$ cat src/rtl/dtfp_pkg.sv
// Shared types, constants and the power-of-ten table for the decimal text parser.
// Used by dtfp_front, dtfp_queue, dtfp_back and the top level.
`timescale 1ns / 1ps
`default_nettype none

package dtfp_pkg;

    localparam int MAX_FRACTION_DIGITS = 13;

    localparam int CHAR_W   = 8;
    localparam int FD_W     = 4;
    localparam int DIGIT_W  = 4;
    localparam int AMT_W    = 64;
    localparam int STATUS_W = 2;
    // 10^MAX_FRACTION_DIGITS fits in POW_W bits.
    localparam int POW_W    = 44;
    // Sum of up to MAX_FRACTION_DIGITS fraction terms, each below 10^13.
    localparam int FRAC_W   = 48;

    localparam int QUEUE_DEPTH = 4;
    localparam int QPTR_W      = $clog2(QUEUE_DEPTH);
    localparam int QCNT_W      = $clog2(QUEUE_DEPTH + 1);

    localparam logic [FD_W-1:0] FD_RESET = 4'd8;

    localparam logic [CHAR_W-1:0] CH_ZERO  = 8'h30;
    localparam logic [CHAR_W-1:0] CH_NINE  = 8'h39;
    localparam logic [CHAR_W-1:0] CH_PLUS  = 8'h2B;
    localparam logic [CHAR_W-1:0] CH_MINUS = 8'h2D;
    localparam logic [CHAR_W-1:0] CH_DOT   = 8'h2E;
    localparam logic [CHAR_W-1:0] CH_SPACE = 8'h20;
    localparam logic [CHAR_W-1:0] CH_TAB   = 8'h09;
    localparam logic [CHAR_W-1:0] CH_CR    = 8'h0D;

    localparam logic [STATUS_W-1:0] STATUS_OK       = 2'd0;
    localparam logic [STATUS_W-1:0] STATUS_NEGATIVE = 2'd1;
    localparam logic [STATUS_W-1:0] STATUS_NO_DIGIT = 2'd2;
    localparam logic [STATUS_W-1:0] STATUS_OVERFLOW = 2'd3;

    typedef enum logic [1:0] {
        OP_NONE,
        OP_INT,
        OP_FRAC
    } t_op;

    typedef enum logic [1:0] {
        KIND_OK,
        KIND_NEG,
        KIND_ERR
    } t_kind;

    // One classified character word passed from the front to the back.
    typedef struct packed {
        t_op               op;
        logic [DIGIT_W-1:0] dv;
        logic [FRAC_W-1:0] term;
        logic [FD_W-1:0]   fd;
        logic              scale;
        logic              last;
        t_kind             kind;
    } t_cmd;

    function automatic logic [POW_W-1:0] pow10(input logic [FD_W-1:0] e);
        logic [POW_W-1:0] p;
        unique case (e)
            4'd0:    p = 44'd1;
            4'd1:    p = 44'd10;
            4'd2:    p = 44'd100;
            4'd3:    p = 44'd1000;
            4'd4:    p = 44'd10000;
            4'd5:    p = 44'd100000;
            4'd6:    p = 44'd1000000;
            4'd7:    p = 44'd10000000;
            4'd8:    p = 44'd100000000;
            4'd9:    p = 44'd1000000000;
            4'd10:   p = 44'd10000000000;
            4'd11:   p = 44'd100000000000;
            4'd12:   p = 44'd1000000000000;
            4'd13:   p = 44'd10000000000000;
            default: p = '0;
        endcase
        return p;
    endfunction

endpackage

`default_nettype wire

$ cat src/rtl/dtfp_queue.sv
// Short first-in first-out queue of command words between the front and the back.
// Depends on dtfp_pkg for the word type and depth.
`timescale 1ns / 1ps
`default_nettype none

module dtfp_queue
    import dtfp_pkg::*;
(
    input  wire logic i_clk,
    input  wire logic i_rst_n,
    input  wire logic i_push,
    input  wire t_cmd i_data,
    input  wire logic i_pop,
    output t_cmd      o_data,
    output logic      o_full,
    output logic      o_empty
);

    t_cmd              r_mem [QUEUE_DEPTH];
    logic [QPTR_W-1:0] r_wr_ptr;
    logic [QPTR_W-1:0] r_rd_ptr;
    logic [QCNT_W-1:0] r_count;

    function automatic logic [QPTR_W-1:0] ptr_next(input logic [QPTR_W-1:0] p);
        return (p == QPTR_W'(QUEUE_DEPTH - 1)) ? '0 : p + QPTR_W'(1);
    endfunction

    always_comb begin
        o_data  = r_mem[r_rd_ptr];
        o_full  = (r_count == QCNT_W'(QUEUE_DEPTH));
        o_empty = (r_count == '0);
    end

    always_ff @(posedge i_clk) begin
        if (i_push) begin
            r_mem[r_wr_ptr] <= i_data;
        end
    end

    always_ff @(posedge i_clk) begin
        if (!i_rst_n) begin
            r_wr_ptr <= '0;
            r_rd_ptr <= '0;
            r_count  <= '0;
        end else begin
            if (i_push) begin
                r_wr_ptr <= ptr_next(r_wr_ptr);
            end
            if (i_pop) begin
                r_rd_ptr <= ptr_next(r_rd_ptr);
            end
            if (i_push && !i_pop) begin
                r_count <= r_count + QCNT_W'(1);
            end else if (!i_push && i_pop) begin
                r_count <= r_count - QCNT_W'(1);
            end
        end
    end

endmodule

`default_nettype wire

$ cat config.mk
export PLATFORM = sky130hd
export DESIGN_NAME = dtfp_queue
export DESIGN_NICKNAME = d
export VERILOG_FILES = /design/src/rtl/dtfp_pkg.sv /design/src/rtl/dtfp_queue.sv
export SDC_FILE = /design/constraint.sdc
export NUM_CORES = 1
export LEC_CHECK = 0
export BUFFER_PORTS_ARGS = -buffer_cell sky130_fd_sc_hd__buf_2
export CORE_MARGIN = 5
export CORE_UTILIZATION = 61
export DETAILED_ROUTE_END_ITERATION = 16
export GPL_ROUTABILITY_DRIVEN = 0
export PLACE_DENSITY = 0.84
export SYNTH_ARGS = -nofsm -noshare
export SYNTH_HDL_FRONTEND = slang
export SYNTH_SLANG_ARGS = --single-unit
$ cat constraint.sdc
create_clock -name i_clk -period 4.7 [get_ports i_clk]
set_clock_uncertainty 0.1 [all_clocks]
set_input_delay 0.94 -clock i_clk [delete_from_list [all_inputs] [get_ports i_clk]]
set_output_delay 0.94 -clock i_clk [all_outputs]
set_load 0.02 [all_outputs]
== Yosys cells after proc, flatten, opt, wreduce, memory -nomap -nowiden ==
Memory sizes are Yosys's and may differ from the RTL's. A register that Yosys moved wholly into a read port is not among the register bits.
Index checks and enable logic that the tools add are counted.

* Add/subtract/negate cells: 4
* Equality and inequality tests: 3
* Reduce and logical (&&, ||, !) cells: 6
* Muxes and demuxes: 8

{| class="wikitable"
|+ Operator list
! kind !! number
|-
| 2-bit 2-to-1 mux || 4
|-
| 3-bit 2-to-1 mux || 2
|-
| 2-bit by 1-bit adder with 2-bit output (second input constant) || 2
|-
| 2-bit equality test (second input constant) || 2
|-
| 3-bit by 1-bit adder with 3-bit output (second input constant) || 1
|-
| 3-bit equality test (second input constant) || 1
|-
| 3-bit zero test || 1
|-
| 3-bit by 1-bit subtractor with 3-bit output (second input constant) || 1
|-
| 1-bit logical AND || 2
|-
| 1-bit zero test || 2
|-
| 1-bit 2-to-1 mux || 2
|-
| 2-bit nonzero test || 1
|}

* Output and inout bits: 64
* Bits in writable memories: 248
* Memories kept: 1
* Input bits: 66
* Register bits: 7

{| class="wikitable"
|+ Memories
! name !! depth !! width !! rd ports !! clocked after memory_dff !! wr ports !! line !! text
|-
| r_mem || 4 || 62 || 1 || 1 || 1 || dtfp_queue.sv:19 || <nowiki>t_cmd r_mem [QUEUE_DEPTH];</nowiki>
|}

== Longest topological paths before layout ==
* Depth after elaboration: 4
* Gate-level depth with buffers: 7

== Worst setup path before layout ==
No wires, ideal clock.

* Path type: in2reg
* Start point: in i_push
* End point: mem r_mem[0][0] in the netlist's numbering (enable)
* Arrival time: 2402 ps
* Data required time: 4174 ps
* Setup time: 426 ps
* Path buffers: 0
* Cell stages on the path: 1
* Slack: 1772 ps
* Cell sequence: and2_1

* Word-level cells in the longest chain between the ends: 2

{| class="wikitable"
|+ Ends and longest elaborated chain
! item !! line !! text
|-
| start: declaration || dtfp_queue.sv:11 || <nowiki>input wire logic i_push,</nowiki>
|-
| 1-bit 2-to-1 mux || dtfp_queue.sv:35 || <nowiki>if (i_push) begin</nowiki>
|-
| 1-bit 2-to-1 mux (implied by the code) || dtfp_queue.sv:36 || <nowiki>r_mem[r_wr_ptr] <= i_data;</nowiki>
|-
| end: declaration || dtfp_queue.sv:19 ||
|}

Every way passes these cells.

==> impl_metrics.json <==
{
  "synthCells": 368,
  "crit_path_start_kind": "flop",
  "min_from": "r_rd_ptr[1]",
  "initial_core_util": 0.6232,
  "most-common-layout-cells": "edfxtp_1 (248), buf_2 (129), mux4_2 (60)",
  "syn_area_per_cell_um2": 25.74,
  "num_io_pins": 130,
  "grt_max_degree": 63,
  "final.min_clock_period_ps": 3372,
  "fin_nets": 584,
  "outcome": "complete, no violations",
  "drc": 0,
  "syn_area_mm2": 0.009474,
  "clock-sinks": 257,
  "hold_class": "flop to flop",
  "postCtsHoldBufs": 0,
  "routed-via-count": 4202,
  "worstSetupPathType": "flop to output pin",
  "setup_violations": 0,
  "dieArea_mm2": 0.01812,
  "cp_slowest_cell": "dfxtp_4",
  "routed_wl_um": 16300,
  "worstMarginPinSlew_ps": 964.2,
  "critPathArrivalTime_ps": 2330,
  "syn_nets": 441,
  "rows": 45,
  "synthToLayoutAreaGrowth_pct": 16.44,
  "clkLatencyLatePin_ps": 500,
  "grt_first_pass_wirelength_um": 25270,
  "ant_nets": 0,
  "timing.fmax_mhz": 296.6,
  "htreeDepth": 1,
  "rr_worst_depth": 2,
  "io_buffers": 129,
  "yosysWarnings": 0,
  "fin_crit_sh": 0.7173,
  "crit_required_ps": 3660,
  "ys_seq_area_frac": 0.8051,
  "die_w_um": 134.6,
  "max_stage_delay_ps": 630,
  "worst_r2r_startpoint": "r_wr_ptr[0]",
  "worstHoldPathCells": 2,
  "cts-resized-gates": 0,
  "antenna_found_initial": 1,
  "dpl.hpwl_um": 9359,
  "clockRootBuffer": "clkbuf_16",
  "post_cts_buffers": 0,
  "crit_path_end": "o_data[44]",
  "crit_path_end_kind": "output pin",
  "reg2reg_to": "r_mem[3][3]",
  "core_mm2": 0.01520,
  "path_buf_inv": 2,
  "drt-vias-per-instance": 5.852,
  "cp_cell_sequence": "buf_12 > mux4_1 > buf_2",
  "drv_cap": 0,
  "tns_ps": 0,
  "antenna_cells": 0,
  "die_height_um": 134.6,
  "mostFrequentLayoutCell": "edfxtp_1",
  "finalHoldViolCount": 0,
  "grt_pass1_vias": 4516,
  "cts_inserted_buffers": 25,
  "relSlewSlack": 0.3572,
  "first_pass_iters": 4,
  "drv_slew": 0,
  "drtIter0Drc": 236,
  "synth.distinct_cells": 23,
  "drive_gt1_frac": 0.4377,
  "powerDensity_mw_per_mm2": 456.6,
  "cts_tree": "yes",
  "rsz0062_at_grt": "false",
  "wl_per_cell_um": 22.70,
  "rrSetupSlack_ps": 2800,
  "cts_max_path_buffers": 3,
  "crit_fanout": 42,
  "vdd_drop_max_uv": 318.1,
  "overflow": 0,
  "path_depth": 3,
  "synth_seq_cells": 257,
  "p_leak_nw": 3.749,
  "path_clk_slew_ps": 60,
  "postLayoutCoreUtil": 0.7257,
  "grtUsageTotal": 0.1822,
  "critPathTopFamily": "flip-flops"
}
==> worst min path at each step <==
stage / slack [ps] / to
after floorplan: 370 / r_count[2]
after global placement: 380 / r_count[2]
after detailed placement: 430 / flop
after CTS: 440 / flop
after global routing: 460 / flop
final: 440 / flop
==> through the flow <==
stage | power [mW] | setup slack, ps | cell area, um2 | hold WS [ps] | instances
2_1_floorplan | 3.021 | 1772 | 9474 | 372.4 | 368
3_3_place_gp | 3.167 | 1786 | 10230 | 384.0 | 672
3_5_place_dp | 3.187 | 1785 | 10230 | 432.5 | 672
4_1_cts | 5.089 | 1247 | 11030 | 441.6 | 718
5_1_grt | 5.225 | 1140 | 11030 | 462.6 | 718
6_report | 5.038 | 1328 | 11030 | 440.2 | 718
==> cells in the mapped netlist <==
master	n	area, um2
nor2_1	1	3.750
a21boi_0	1	7.510
dfxtp_1	9	180.2
and2_1	5	31.28
buf_12	6	120.1
fa_1	1	20.02
mux4_2	60	1351
xor2_1	1	8.760
nor2b_1	5	31.28
buf_6	1	11.26
ha_1	6	75.07
mux2i_1	4	40.04
nor3b_1	1	7.510
o21ai_0	1	5.000
xnor2_1	1	8.760
clkbuf_1	1	3.750
edfxtp_1	248	7447
inv_1	4	15.01
mux4_1	2	52.55
or3_1	1	6.260
nor3_1	2	10.01
o21a_1	1	7.510
buf_2	6	30.03
==> where the power goes <==
part,leakage [nW],internal (mW),switching (mW)
combinational,1.00,0.191,0.262
clock,0.392,1.13,0.773
sequential,2.35,2.63,0.0527
==> kinds of logic (layout without fill, tap and decap cells) <==
logic type / after synthesis / after routing / synth area share
adder cells (fa/ha/maj): 7 / 7 / 0.01004
AND/OR/NAND/NOR: 15 / 15 / 0.009509
XOR/XNOR: 2 / 2 / 0.001849
AO/OA/AOI/OAI: 3 / 3 / 0.002113
buffers and inverters: 18 / 180 / 0.01902
multiplexers: 66 / 66 / 0.1524
flip-flops: 257 / 257 / 0.8051
==> final cells by class <==
type	count	area, um2
Multi-Input combinational cell	93	1677
Timing Repair Buffer	130	665.6
Inverter	4	15.01
Clock buffer	38	735.7
Fill cell	872	4170
Tap cell	188	235.2
Clock inverter	8	68.82
Sequential cell	257	7635
==> flip-flops by register name, summed over array words and instances, names as in the netlist, named ones only <==
signal and flops:
r_mem 248, r_count 3, r_rd_ptr 2, r_wr_ptr 2
==> tightest hold or removal path, stage by stage (launching register included) <==
cell and delay [ps]:
dfxtp_1 320, mux2i_1 120, nor2b_1 60
==> layer usage <==
layer,up-vias,global-route usage,share of wire
met5,-,0,0.00043
met4,2,0.04299,0.016
met3,26,0.03502,0.063
met2,141,0.3004,0.50
met1,2172,0.2592,0.42
li1,1861,-,-
Note: power is estimated with default switching activity, not from simulation.
