--- src/rtl/dtfp_pkg.sv ---
// Shared types, constants and the power-of-ten table for the decimal text parser.
// Used by dtfp_front, dtfp_queue, dtfp_back and the top level.
`timescale 1ns / 1ps
`default_nettype none

package dtfp_pkg;

    localparam int MAX_FRACTION_DIGITS = 13;

    localparam int CHAR_W   = 8;
    localparam int FD_W     = 4;
    localparam int DIGIT_W  = 4;
    localparam int AMT_W    = 64;
    localparam int STATUS_W = 2;
    // 10^MAX_FRACTION_DIGITS fits in POW_W bits.
    localparam int POW_W    = 44;
    // Sum of up to MAX_FRACTION_DIGITS fraction terms, each below 10^13.
    localparam int FRAC_W   = 48;

    localparam int QUEUE_DEPTH = 4;
    localparam int QPTR_W      = $clog2(QUEUE_DEPTH);
    localparam int QCNT_W      = $clog2(QUEUE_DEPTH + 1);

    localparam logic [FD_W-1:0] FD_RESET = 4'd8;

    localparam logic [CHAR_W-1:0] CH_ZERO  = 8'h30;
    localparam logic [CHAR_W-1:0] CH_NINE  = 8'h39;
    localparam logic [CHAR_W-1:0] CH_PLUS  = 8'h2B;
    localparam logic [CHAR_W-1:0] CH_MINUS = 8'h2D;
    localparam logic [CHAR_W-1:0] CH_DOT   = 8'h2E;
    localparam logic [CHAR_W-1:0] CH_SPACE = 8'h20;
    localparam logic [CHAR_W-1:0] CH_TAB   = 8'h09;
    localparam logic [CHAR_W-1:0] CH_CR    = 8'h0D;

    localparam logic [STATUS_W-1:0] STATUS_OK       = 2'd0;
    localparam logic [STATUS_W-1:0] STATUS_NEGATIVE = 2'd1;
    localparam logic [STATUS_W-1:0] STATUS_NO_DIGIT = 2'd2;
    localparam logic [STATUS_W-1:0] STATUS_OVERFLOW = 2'd3;

    typedef enum logic [1:0] {
        OP_NONE,
        OP_INT,
        OP_FRAC
    } t_op;

    typedef enum logic [1:0] {
        KIND_OK,
        KIND_NEG,
        KIND_ERR
    } t_kind;

    // One classified character word passed from the front to the back.
    typedef struct packed {
        t_op               op;
        logic [DIGIT_W-1:0] dv;
        logic [FRAC_W-1:0] term;
        logic [FD_W-1:0]   fd;
        logic              scale;
        logic              last;
        t_kind             kind;
    } t_cmd;

    function automatic logic [POW_W-1:0] pow10(input logic [FD_W-1:0] e);
        logic [POW_W-1:0] p;
        unique case (e)
            4'd0:    p = 44'd1;
            4'd1:    p = 44'd10;
            4'd2:    p = 44'd100;
            4'd3:    p = 44'd1000;
            4'd4:    p = 44'd10000;
            4'd5:    p = 44'd100000;
            4'd6:    p = 44'd1000000;
            4'd7:    p = 44'd10000000;
            4'd8:    p = 44'd100000000;
            4'd9:    p = 44'd1000000000;
            4'd10:   p = 44'd10000000000;
            4'd11:   p = 44'd100000000000;
            4'd12:   p = 44'd1000000000000;
            4'd13:   p = 44'd10000000000000;
            default: p = '0;
        endcase
        return p;
    endfunction

endpackage

`default_nettype wire

--- src/rtl/dtfp_front.sv ---
// Front end: accepts characters, runs the parse phase machine and builds command words.
// Holds the fraction_digits register. Depends on dtfp_pkg.
`timescale 1ns / 1ps
`default_nettype none

module dtfp_front
    import dtfp_pkg::*;
(
    input  wire logic              i_clk,
    input  wire logic              i_rst_n,
    input  wire logic              i_cfg_we,
    input  wire logic [FD_W-1:0]   i_cfg_wdata,
    input  wire logic              i_accept,
    input  wire logic [CHAR_W-1:0] i_char_code,
    input  wire logic              i_last_char,
    output t_cmd                   o_cmd
);

    typedef enum logic [2:0] {
        PH_LEAD,
        PH_SIGN,
        PH_INT,
        PH_SEEK,
        PH_FRAC,
        PH_NEG,
        PH_ERR
    } t_phase;

    t_phase            r_phase, n_phase;
    logic [FD_W-1:0]   r_frac_count, n_frac_count;
    logic              r_saw_digit, n_saw_digit;
    logic              r_neg, n_neg;
    logic [FD_W-1:0]   r_fd;

    logic              w_digit;
    logic              w_space;
    logic [DIGIT_W-1:0] w_dv;
    logic [FD_W-1:0]   w_fd_eff;
    logic [FD_W-1:0]   w_exp;
    logic [POW_W-1:0]  w_pow;

    always_comb begin
        w_digit  = (i_char_code >= CH_ZERO) && (i_char_code <= CH_NINE);
        w_space  = (i_char_code == CH_SPACE) ||
                   ((i_char_code >= CH_TAB) && (i_char_code <= CH_CR));
        w_dv     = w_digit ? DIGIT_W'(i_char_code - CH_ZERO) : '0;
        w_fd_eff = (r_fd > FD_W'(MAX_FRACTION_DIGITS)) ? FD_W'(MAX_FRACTION_DIGITS) : r_fd;
        w_exp    = w_fd_eff - r_frac_count - FD_W'(1);
        w_pow    = pow10(w_exp);

        n_phase      = r_phase;
        n_frac_count = r_frac_count;
        n_saw_digit  = r_saw_digit;
        n_neg        = r_neg;

        o_cmd       = '0;
        o_cmd.op    = OP_NONE;
        o_cmd.kind  = KIND_OK;
        o_cmd.dv    = w_dv;
        o_cmd.fd    = w_fd_eff;
        o_cmd.last  = i_last_char;

        unique case (r_phase)
            PH_LEAD, PH_SIGN: begin
                if (w_digit) begin
                    n_saw_digit = 1'b1;
                    n_phase     = PH_INT;
                    o_cmd.op    = OP_INT;
                end else if (r_phase == PH_LEAD && w_space) begin
                    n_phase = r_phase;
                end else if (r_phase == PH_LEAD && i_char_code == CH_PLUS) begin
                    n_phase = PH_SIGN;
                end else if (r_phase == PH_LEAD && i_char_code == CH_MINUS) begin
                    n_neg   = 1'b1;
                    n_phase = PH_NEG;
                end else begin
                    n_phase = PH_ERR;
                end
            end
            PH_INT: begin
                if (w_digit) begin
                    o_cmd.op = OP_INT;
                end else begin
                    o_cmd.scale = 1'b1;
                    n_phase     = (i_char_code == CH_DOT) ? PH_FRAC : PH_SEEK;
                end
            end
            PH_SEEK: begin
                if (i_char_code == CH_DOT) begin
                    n_phase = PH_FRAC;
                end
            end
            PH_FRAC: begin
                if (r_frac_count < w_fd_eff) begin
                    if (w_digit) begin
                        o_cmd.op   = OP_FRAC;
                        o_cmd.term = FRAC_W'(w_pow) * FRAC_W'(w_dv);
                    end
                    n_frac_count = r_frac_count + FD_W'(1);
                end
            end
            default: begin
                n_phase = r_phase;
            end
        endcase

        // An integer part still open at the last character is scaled there.
        if (i_last_char && n_phase == PH_INT) begin
            o_cmd.scale = 1'b1;
        end

        if (n_neg) begin
            o_cmd.kind = KIND_NEG;
        end else if (!n_saw_digit) begin
            o_cmd.kind = KIND_ERR;
        end else begin
            o_cmd.kind = KIND_OK;
        end
    end

    always_ff @(posedge i_clk) begin
        if (!i_rst_n) begin
            r_phase      <= PH_LEAD;
            r_frac_count <= '0;
            r_saw_digit  <= 1'b0;
            r_neg        <= 1'b0;
            r_fd         <= FD_RESET;
        end else begin
            if (i_cfg_we) begin
                r_fd <= i_cfg_wdata;
            end
            if (i_accept) begin
                if (i_last_char) begin
                    r_phase      <= PH_LEAD;
                    r_frac_count <= '0;
                    r_saw_digit  <= 1'b0;
                    r_neg        <= 1'b0;
                end else begin
                    r_phase      <= n_phase;
                    r_frac_count <= n_frac_count;
                    r_saw_digit  <= n_saw_digit;
                    r_neg        <= n_neg;
                end
            end
        end
    end

endmodule

`default_nettype wire

--- config.mk ---
export PLATFORM = sky130hd
export DESIGN_NAME = dtfp_front
export DESIGN_NICKNAME = d
export VERILOG_FILES = /design/src/rtl/dtfp_pkg.sv /design/src/rtl/dtfp_front.sv
export SDC_FILE = /design/constraint.sdc
export NUM_CORES = 1
export LEC_CHECK = 0
export BUFFER_PORTS_ARGS = -buffer_cell sky130_fd_sc_hd__buf_2
export CORE_UTILIZATION = 50
export CTS_BUF_LIST = sky130_fd_sc_hd__clkbuf_16
export DETAILED_ROUTE_END_ITERATION = 7
export PLACE_DENSITY = 0.74
export SKIP_LAST_GASP = 1
export SYNTH_ARGS = -nofsm -noshare
export SYNTH_HDL_FRONTEND = slang
export SYNTH_SLANG_ARGS = --single-unit
--- constraint.sdc ---
create_clock -name i_clk -period 7.81 [get_ports i_clk]
set_clock_uncertainty 0.15 [all_clocks]
set_input_delay 1.562 -clock i_clk [delete_from_list [all_inputs] [get_ports i_clk]]
set_output_delay 1.562 -clock i_clk [all_outputs]
set_load 0.05 [all_outputs]
Yosys cells after proc, flatten, opt, wreduce, memory -nomap -nowiden

Memories as Yosys holds them, arrays and structs flattened.
Index checks and enable logic that the tools add are counted.

Equal/unequal tests: 9
Reductions and logical operators: 13
Mux-type cells: 35
Order comparisons: 6
Multipliers: 1
Add/sub/neg operators: 4

Operators by type and width:

| kind                  | number |
|---|---|
| $mux W48              | 3 |
| $mul A44 B4 Y48       | 1 |
| $eq A8 B6 Y1 const B  | 4 |
| $mux W3               | 7 |
| $mux W4               | 5 |
| $mux W1               | 13 |
| $mux W2               | 5 |
| $eq A3 B2 Y1 const B  | 3 |
| $pmux W3 S3           | 1 |
| $ge A8 B4 Y1 const B  | 1 |
| $ge A8 B6 Y1 const B  | 1 |
| $le A8 B4 Y1 const B  | 1 |
| $le A8 B6 Y1 const B  | 1 |
| $sub A4 B1 Y4 const B | 2 |
| $logic_and A1 B1 Y1   | 6 |
| $add A4 B1 Y4 const B | 1 |
| $gt A4 B4 Y1 const B  | 1 |
| $lt A4 B4 Y1          | 1 |
| $pmux W2 S2           | 1 |
| $reduce_bool A2 Y1    | 2 |
| $sub A4 B4 Y4         | 1 |
| $eq A3 B1 Y1 const B  | 1 |
| $eq A3 B3 Y1 const B  | 1 |
| $logic_not A3 Y1      | 1 |
| 4 further kinds       | 4 |

Memories: 1
Register bits after elaboration: 13
Logic and storage cells: 74
Memory bits (read-only): 672

Memories:

| memory           | words | bits a word | read ports | clocked after memory_dff | wr ports | line           | source |
|---|---|---|---|---|---|---|---|
| (name not given) | 16    | 42          | 1          | 0                        | 0        | dtfp_pkg.sv:65 | `unique case (e)` |

Longest topological paths before layout

Gate-level depths: netlist of the first run.

Depth after elaboration: 10
Mapped depth: 27
Mapped depth without buffers: 26

Least setup slack after synthesis of the first run

Ideal clock, no wire load.

Path type: in2out
From: input port i_char_code[3]
To: output port o_cmd[49] (netlist bit)
Required time: 6.098 ns
Setup slack: -0.704 ns
Stages on the path: 21
Data arrival time: 6.802 ns
Cells stage by stage: clkbuf_1 > o21ai_0 > and3_1 > nand2_1 > inv_1 > nand2_1 > nor2_1 > fa_1 > inv_1 > fa_1 > inv_1 > ha_1 > nand4_2 > nor4b_2 > nand4b_1 > nand3_2 > o2111ai_2 > a31o_4 > a21oi_1 > nor3_1 > nor3b_1

RTL lines:

| what        | line             | source |
|---|---|---|
| from (decl) | dtfp_front.sv:14 | `input wire logic [CHAR_W-1:0] i_char_code,` |
| to (decl)   | dtfp_front.sv:16 | `output t_cmd o_cmd` |

==> flow_summary.ini, run 1 <==
[final_layout]
area_delta_synth_final_pct = 34.00
nets = 1380
drive_gt1_frac = 0.2970
multi_input_area_um2 = 6616
n_antenna_cell = 0
seq_area_um2 = 265.3
final_core_util = 0.6852
fillers = 1166

[place]
port_buffers = 77
hpwlAfterDp_um = 15780
place_congestion = 0.9802

[clock_tree]
clkSinkCount = 13
cts_tree = done
cts.clk_slew.worst_paths_ns = 0.04
cts-root-buf = clkbuf_16
htreeDepth = 1
clockBufferDepth = 2
clkLatencyLatePin_ns = 0.24
cts_made_buffers = 3
cts_hold_buf = 0

[yosys]
synth_edf_count = 0
synth_seq_cells = 13
synth_most_common_cell = inv_1
synth_fp_nets = 1200
synth_area_leader_cell = fa_1
ys_seq_area_frac = 0.03666
synth_cells = 1040
synth_cell_types = 67
synth.area.top_cells = fa_1 (23%), ha_1 (11%), inv_1 (9.9%), nor2_1 (9.5%), a21oi_1 (5.1%)
synth_top_cell_area_share = 0.2256
synth-async-reset-ratio = 0
synthFlopType = dfxtp_1
netlist_area_um2 = 7098
syn_area_per_cell_um2 = 6.825
ys_warn_count = 0
synthTopCellsByCount = inv_1 (188), nor2_1 (179), fa_1 (80), nand2_1 (77), a21oi_1 (73)

[sta]
finalSetupViolations = 0
tightest_slew_ns = 0.8273
grt_setup_unrepaired = yes
fin_tns_setup_ns = 0
relSlewSlack = 0.4485
period_minus_slack_ns = 7.697
fin_crit_sh = 0.9856
fmax_mhz = 129.9
hold_slack_ns = 0.3220
hold_viol = 0
final_max_slew_viol_count = 0

[setup_path]
path_cells = buf_2, nor2_2, and2_4, and3_4, nand2_4, buf_12, nor2_1, fa_1, inv_1, fa_1, inv_1, ha_4, buf_4, o21ai_0, o21ai_1, nand4_1, nand3_4, o2111ai_4, a31o_4, a2111oi_4, o21a_1, nor3_4, buf_6
required_ns = 6.10
worst_setup_path_end_kind = output pin
crit_arrival_ns = 5.99
critPathSlowestCell = fa_1
startpoint_type = input pin
reg2regPathDepth = 11
cpPeakStageDelay_ns = 0.57
path_class = in2out
path_max_fanout = 26

[route]
drtIter0Drc = 536
first_pass_iters = 5
ant_nets = 0
drc = 0
routed-wl-met3_um = 970
vias_per_cell = 5.445
top_layer = met4
vias = 7618
wirelength_um = 20370
m1WireLength_um = 8771
wire_per_inst_um = 14.56
wl_met2_um = 10110

[power]
powerDensity_nw_per_um2 = 46.63
p_leak_nw = 4.614
ir_worst_vdd_mv = 0.07487
finalPower_mw = 0.4435

[global_routing]
grt.total_usage = 0.2731
overflow = 0
antenna_found_initial = 0
first_global_vias = 7351
grt_max_degree = 27
grt_pass1_wl_um = 33000

[floorplan]
io_pins = 79
die-area_um2 = 14680
fp.dieH_um = 121.1
core-area_um2 = 13880
initial_core_util = 0.5114
die_x_um = 121.1
fp-row-count = 43

[min_path]
holdPathStages = 2
hp-class = reg2reg

[run]
drv_cap = 0

[outcome]
status = finished, final reports clean
sequential cells by signal, indices dropped and copies added (netlist names):
signal and count:
r_frac_count 4, r_neg 1, r_fd 4, r_saw_digit 1
r_phase 3
cell type report:
cell class,count,share of cell area
clock buffers,3,0.007893
clock inverters,1,0.0003946
inverters,188,0.07524
multi-input cells,792,0.6956
flip-flops and latches,13,0.02789
well taps,180,0.02368
repair buffers,222,0.1693
through the flow:
step | instance area (µm²) | setup slack, ns | instances
after global routing | 9512 | -0.1031 | 1399
final | 9512 | 0.1127 | 1399
after global placement | 8625 | -0.04178 | 1376
after CTS | 8800 | -0.04291 | 1382
after floorplan | 7227 | 0.003561 | 1040
after detailed placement | 8625 | -0.1860 | 1376
where the power goes:
| group | leakage (nW) | internal, mW | switching [mW] | total [mW] |
|---|---|---|---|---|
| logic | 4.46 | 0.110 | 0.165 | 0.276 |
| clock network | 0.0423 | 0.0675 | 0.0278 | 0.0952 |
| registers | 0.107 | 0.0693 | 0.00309 | 0.0724 |
worst paths after layout:
check / start / end / slack [ns]
max reg2reg: r_fd[3]$_SDFFE_PN1P_ / r_frac_count[3]$_SDFFE_PN0P_ / 5.15
min reg2reg: r_saw_digit$_SDFFE_PN0P_ / r_saw_digit$_SDFFE_PN0P_ / 0.32
max: i_char_code[6] / o_cmd[53] / 0.11
min: r_saw_digit$_SDFFE_PN0P_ / r_saw_digit$_SDFFE_PN0P_ / 0.32
kinds of logic (layout without fill, tap and decap cells):
logic type      Yosys count  in the layout  share of synthesized area
xor+xnor                 36             36                    0.04442
mux                       4              4                   0.005641
other cells               1              1                  0.0005283
fa+ha+maj               143            143                     0.3367
buf+inv                 235            414                     0.1287
compound gates          203            203                     0.1807
flops                    13             13                    0.03666
simple gates            405            405                     0.2667
cell usage in the layout, fill, tap and decap left out, types with 12 or more instances in the layout:
cell and instances:
a21o_1 18, a21oi_1 54, a21oi_2 16, buf_2 65, buf_4 137, buf_6 15
fa_1 79, ha_1 38, ha_4 20, inv_1 181, nand2_1 69, nand2b_1 19
nand3_1 24, nor2_1 161, nor2_2 17, nor3_1 16, o21ai_0 32, o21bai_1 12
xnor2_1 17, xor2_1 17
worst max-delay path, delay by kind of cell:
kind	cells	cell delay [ns]
AND/OR/NAND/NOR	8	0.97
AO/OA/AOI/OAI	6	1.31
buffers and inverters	6	0.72
adder cells (fa/ha/maj)	3	1.41
repair_timing:
action                                  CTS  global route
cloned                                    0             2
gates resized for setup                  24           137
endpoints found under the setup margin   13            26
pin swaps                                 7            38
buffers inserted                          2            15
layer usage:
metal  global-route usage  vias to the layer above
li1                     -                     3710
met1               0.3567                     3593
met2               0.4857                      265
met3              0.02256                       50
met4              0.06559                        0
met5                    0                        -
Note: power is estimated with default switching activity, not from simulation.
==> run 2, diff against run 1 <==
Settings changed: CORE_UTILIZATION 50 to 45, GPL_TIMING_DRIVEN set to 0, PLACE_DENSITY 0.74 to 0.68, SETUP_SLACK_MARGIN set to 0.5.
==> run 2 against run 1 <==
  * The flow now finishes with violations (negative setup slack)
  * Via count rose by 0.45%
  * Sequential cell count did not move
  * Global-route usage decreased by 1.5 points
  * Total power rose by 6.2%
  * Clock power barely moved
  * Highest routed layer unchanged
==> flow_summary.ini, run 2 (synthesis results as in run 1) <==
[setup_path]
path_max_fanout = 8
rrSetupSlack_ns = 5.21
crit_path_frequent_cell = buf_6
cpPeakStageDelay_ns = 0.50
required_ns = 6.10
startpoint_type = register
crit_arrival_ns = 6.17
worst_setup_path_end_kind = output pin
critPathSlowestCell = fa_1
path_class = reg2out

[route]
drc = 0
ant_nets = 0
vias_per_cell = 5.412
wire_per_inst_um = 15.01
drtIter0Drc = 446
vias = 7652
wirelength_um = 21220
first_pass_iters = 5

[power]
power.share.sequential = 0.152
comb_power_share = 0.645
p_switching_mw = 0.2116
finalPower_mw = 0.4710
internal-power_mw = 0.2594
clockPowerShare = 0.203
p_leak_nw = 4.579
powerDensity_nw_per_um2 = 46.24
ir_worst_vdd_mv = 0.1608
swShare = 0.4493

[final_layout]
fin_cells = 1414
drive_gt1_frac = 0.3549
area_delta_synth_final_pct = 43.49
final_common_cell = inv_1
top_regs = r_fd x4, r_frac_count x4, r_phase x3
nets = 1364
n_antenna_cell = 0
fillers = 1307
layout_common_cells = inv_1 (166), nor2_1 (143), buf_4 (81), fa_1 (78), nand2_1 (62)
final_core_util = 0.6650
final_area_um2 = 10180

[clock_tree]
cts_made_buffers = 3
clkSinkCount = 13
cts-root-buf = clkbuf_16
cts_hold_buf = 0
clkLatencyLatePin_ns = 0.24
cts_tree = done
clockBufferDepth = 2
cts.clk_slew.worst_paths_ns = 0.05
htreeDepth = 1

[global_routing]
grt_pass1_wl_um = 34380
overflow = 0
grt_max_degree = 11
grt.total_usage = 0.2582
antenna_found_initial = 0
first_global_vias = 7106

[sta]
relSlewSlack = 0.3225
fmax_mhz = 126.9
fin_tns_setup_ns = -0.1491
grt_setup_unrepaired = yes
finalSetupViolations = 4
setup_slack_ns = -0.06798
hold_slack_ns = 0.3163
fin_crit_sh = 1.009
final_max_slew_viol_count = 0
hold_viol = 0
tightest_slew_ns = 1.016
period_minus_slack_ns = 7.878

[run]
drv_cap = 0

[floorplan]
die_x_um = 127.6
core-area_um2 = 15310
die-area_um2 = 16280
initial_core_util = 0.4635
fp.dieH_um = 127.6
io_pins = 79
fp-row-count = 45

[place]
port_buffers = 75
placed_cell_area_um2 = 8237
pre_cts_ws_ns = -0.6875
place_congestion = 0.9134
placedCellCount = 1326
hpwlAfterDp_um = 15640

[outcome]
violations = negative setup slack
status = finished with violations

[min_path]
hp-class = reg2reg
[run 2: cell types whose count changed in the layout (fill, tap and decap cells not counted), sizes merged]
| cell | previous run | this run |
|---|---|---|
| buf | 221 | 179 |
| clkbuf | 4 | 30 |
| clkinvlp | 2 | 6 |
| inv | 187 | 183 |
[run 2: repair_timing]
| item | 4_1_cts | 5_1_grt |
|---|---|---|
| setup endpoints to repair | 36 | 37 |
| pin swaps | 67 | 60 |
| gates resized for setup | 206 | 111 |
| setup buffers | 56 | 28 |
[run 2: worst max-delay path, delay by kind of cell, from the launching register on]
| family | cells | cell delay (ns) |
|---|---|---|
| AO/OA/AOI/OAI | 5 | 0.98 |
| XOR/XNOR | 1 | 0.15 |
| flip-flops | 1 | 0.36 |
| AND/OR/NAND/NOR | 8 | 1.19 |
| adder cells (fa/ha/maj) | 6 | 2.07 |
| buffers and inverters | 11 | 1.14 |
[run 2: metal layers]
| layer | part of all wire | vias up | wire length (µm) | global-route usage |
|---|---|---|---|---|
| li1 | - | 3675 | - | - |
| met1 | 0.44 | 3660 | 9363 | 0.3570 |
| met2 | 0.47 | 274 | 10060 | 0.4413 |
| met3 | 0.062 | 43 | 1316 | 0.01884 |
| met4 | 0.023 | 0 | 484 | 0.05813 |
| met5 | 0 | - | 0 | 0 |
[run 2: power groups by stage]
stage	registers [mW]	logic [mW]	clock network, mW
2_1_floorplan	0.0721	0.159	0
3_3_place_gp	0.0729	0.208	0
3_5_place_dp	0.0728	0.209	0
4_1_cts	0.0713	0.258	0.0971
5_1_grt	0.0719	0.323	0.101
6_report	0.0716	0.304	0.0955
[run 2: final timing paths]
check	cells after the start	from	endpoint
worst max-delay path	31	r_fd[2]$_SDFFE_PN0P_	o_cmd[45]
worst min-delay path	2	r_saw_digit$_SDFFE_PN0P_	r_saw_digit$_SDFFE_PN0P_
worst max register to register	13	r_fd[3]$_SDFFE_PN1P_	r_frac_count[0]$_SDFFE_PN0P_
worst min register to register	2	r_saw_digit$_SDFFE_PN0P_	r_saw_digit$_SDFFE_PN0P_
[run 2: area by class of cell]
class | count | area (µm²) | area share
flip-flops and latches | 13 | 266.5 | 0.02617
plain buffers | 47 | 396.6 | 0.03894
well taps | 211 | 264.0 | 0.02592
clock inverters | 1 | 3.754 | 0.0003685
multi-input cells | 792 | 7198 | 0.7068
repair buffers | 159 | 1252 | 0.1230
inverters | 188 | 728.2 | 0.07150
clock buffers | 3 | 75.07 | 0.007371
==> run 3, diff against run 2 <==
Settings changed: BUFFER_PORTS_ARGS -buffer_cell sky130_fd_sc_hd__buf_2 to unset, DONT_BUFFER_PORTS set to 1, PLACE_DENSITY 0.68 to 0.64.
==> run 3 against run 2 <==
  * The run still ends with negative setup slack left
  * Critical path depth decreased by 2
  * Hold slack improved by 0.017 ns
  * First-iteration DRC count is 2.0% lower
  * Setup slack lost 0.23 ns
  * Critical endpoint is now o_cmd[49]
==> flow_summary.ini, run 3 (synthesis results as in run 1) <==
[power]
p_leak_nw = 4.092
clockPowerShare = 0.211
comb_power_share = 0.635
finalPower_mw = 0.4632
ir_worst_vdd_mv = 0.1271
internal-power_mw = 0.2510
swShare = 0.4580
p_switching_mw = 0.2121
powerDensity_nw_per_um2 = 47.97
power.share.sequential = 0.154

[route]
drtIter0Drc = 437
ant_nets = 0
first_pass_iters = 5
wirelength_um = 21430
drc = 0
vias_per_cell = 5.486
wire_per_inst_um = 16.18
vias = 7263

[setup_path]
critPathSlowestCell = fa_2
worst_setup_path_end_kind = output pin
path_class = reg2out
timing.rr.end = r_frac_count[2]$_SDFFE_PN0P_
startpoint_type = register
path_max_fanout = 5
required_ns = 6.10
crit_family = adder cells
reg2regPathDepth = 11
crit_arrival_ns = 6.40
r2r_start = r_fd[2]$_SDFFE_PN0P_
cpPeakStageDelay_ns = 0.60
crit_buf_inv = 9
rrSetupSlack_ns = 5.19
crit_start = r_fd[3]$_SDFFE_PN1P_

[final_layout]
final_common_cell = inv_1
drive_gt1_frac = 0.3136
n_antenna_cell = 0
top_regs = r_fd x4, r_frac_count x4, r_phase x3
area_delta_synth_final_pct = 36.03
layout_common_cells = inv_1 (172), nor2_1 (125), fa_1 (78), buf_4 (62), nand2_1 (60)
final_area_um2 = 9656
nets = 1274
fillers = 1373

[sta]
fin_tns_setup_ns = -2.570
finalSetupViolations = 17
period_minus_slack_ns = 8.110
tightest_slew_ns = 1.258
fin_crit_sh = 1.038
final_max_slew_viol_count = 0
hold_viol = 0
setup_slack_ns = -0.3002
relSlewSlack = 0.1613
fmax_mhz = 123.3
grt_setup_unrepaired = yes

[floorplan]
initial_core_util = 0.4635
die-area_um2 = 16280
core-area_um2 = 15310
fp.dieH_um = 127.6
die_x_um = 127.6
io_pins = 79
fp-row-count = 45

[global_routing]
antenna_found_initial = 0
grt.total_usage = 0.2568
overflow = 0
grt_max_degree = 11
grt_pass1_wl_um = 34160
first_global_vias = 7074

[place]
port_buffers = 0
hpwlAfterDp_um = 16010
placed_cell_area_um2 = 7876
place_congestion = 0.8657

[min_path]
hold_end = r_neg$_SDFFE_PN0P_
hp-class = reg2reg
hp-start = r_neg$_SDFFE_PN0P_
holdPathStages = 2

[clock_tree]
cts.clk_slew.worst_paths_ns = 0.05
clkSinkCount = 13
htreeDepth = 1
cts_tree = done
clockBufferDepth = 2
clkLatencyLatePin_ns = 0.24
cts-root-buf = clkbuf_16
cts_made_buffers = 3

[outcome]
status = finished with violations
violations = negative setup slack

[run]
drv_cap = 0
-- run 3: metrics by stage --
step / hold slack (ns) / utilization / std cells / setup slack (ns)
finish: 0.3331 / 0.6305 / 1324 / -0.3002
global route: 0.3575 / 0.6305 / 1324 / -0.4811
CTS: 0.3357 / 0.5812 / 1295 / -0.3473
detailed placement: 0.3284 / 0.5143 / 1251 / -0.6118
global placement: 0.2999 / 0.5133 / 1251 / -0.6196
floorplan: 0.2881 / - / 1040 / 0.3279
-- run 3: tightest hold or removal path, cell delays in order (launching register included) --
cell and delay, ns:
dfxtp_1 0.30, nor2_1 0.08, nor3b_1 0.05
-- run 3: layer usage --
metal / vias up / wire length (µm) / track usage
met3: 25 / 1410 / 0.03308
met1: 3503 / 9643 / 0.3591
met5: - / 0 / 0
li1: 3506 / - / -
met4: 0 / 294 / 0.04637
met2: 229 / 10080 / 0.4275
-- run 3: power by group through the flow --
stage	clock network [mW]	logic, mW	registers (mW)
finish	0.0977	0.294	0.0713
global route	0.101	0.313	0.0717
CTS	0.0996	0.247	0.0714
detailed placement	0	0.202	0.0729
global placement	0	0.201	0.0728
floorplan	0	0.159	0.0721
-- run 3: what timing repair did --
| item | in CTS | in global routing |
|---|---|---|
| hold buffers | 0 | 0 |
| buffers inserted | 40 | 29 |
| gates cloned | 0 | 0 |
| gates resized for setup | 157 | 122 |
| pin swaps | 70 | 65 |
| endpoints found under the setup margin | 42 | 40 |
-- run 3: how the worst max path moves through the flow --
stage	to	cells past startpoint
finish	o_cmd[49]	29
CTS	o_cmd[53]	26
detailed placement	o_cmd[50]	19
global route	o_cmd[49]	29
floorplan	o_cmd[53]	21
global placement	o_cmd[53]	25
-- run 3: layout make-up --
| class | instances | area, µm² | share of cell area |
|---|---|---|---|
| sequential | 13 | 269.0 | 0.02786 |
| multi-input combinational | 792 | 7410 | 0.7674 |
| inverter | 188 | 724.4 | 0.07503 |
| tap | 211 | 264.0 | 0.02734 |
| buffer | 47 | 335.3 | 0.03473 |
| clock buffer | 3 | 75.07 | 0.007775 |
| timing repair buffer | 69 | 574.3 | 0.05948 |
| clock inverter | 1 | 3.754 | 0.0003888 |
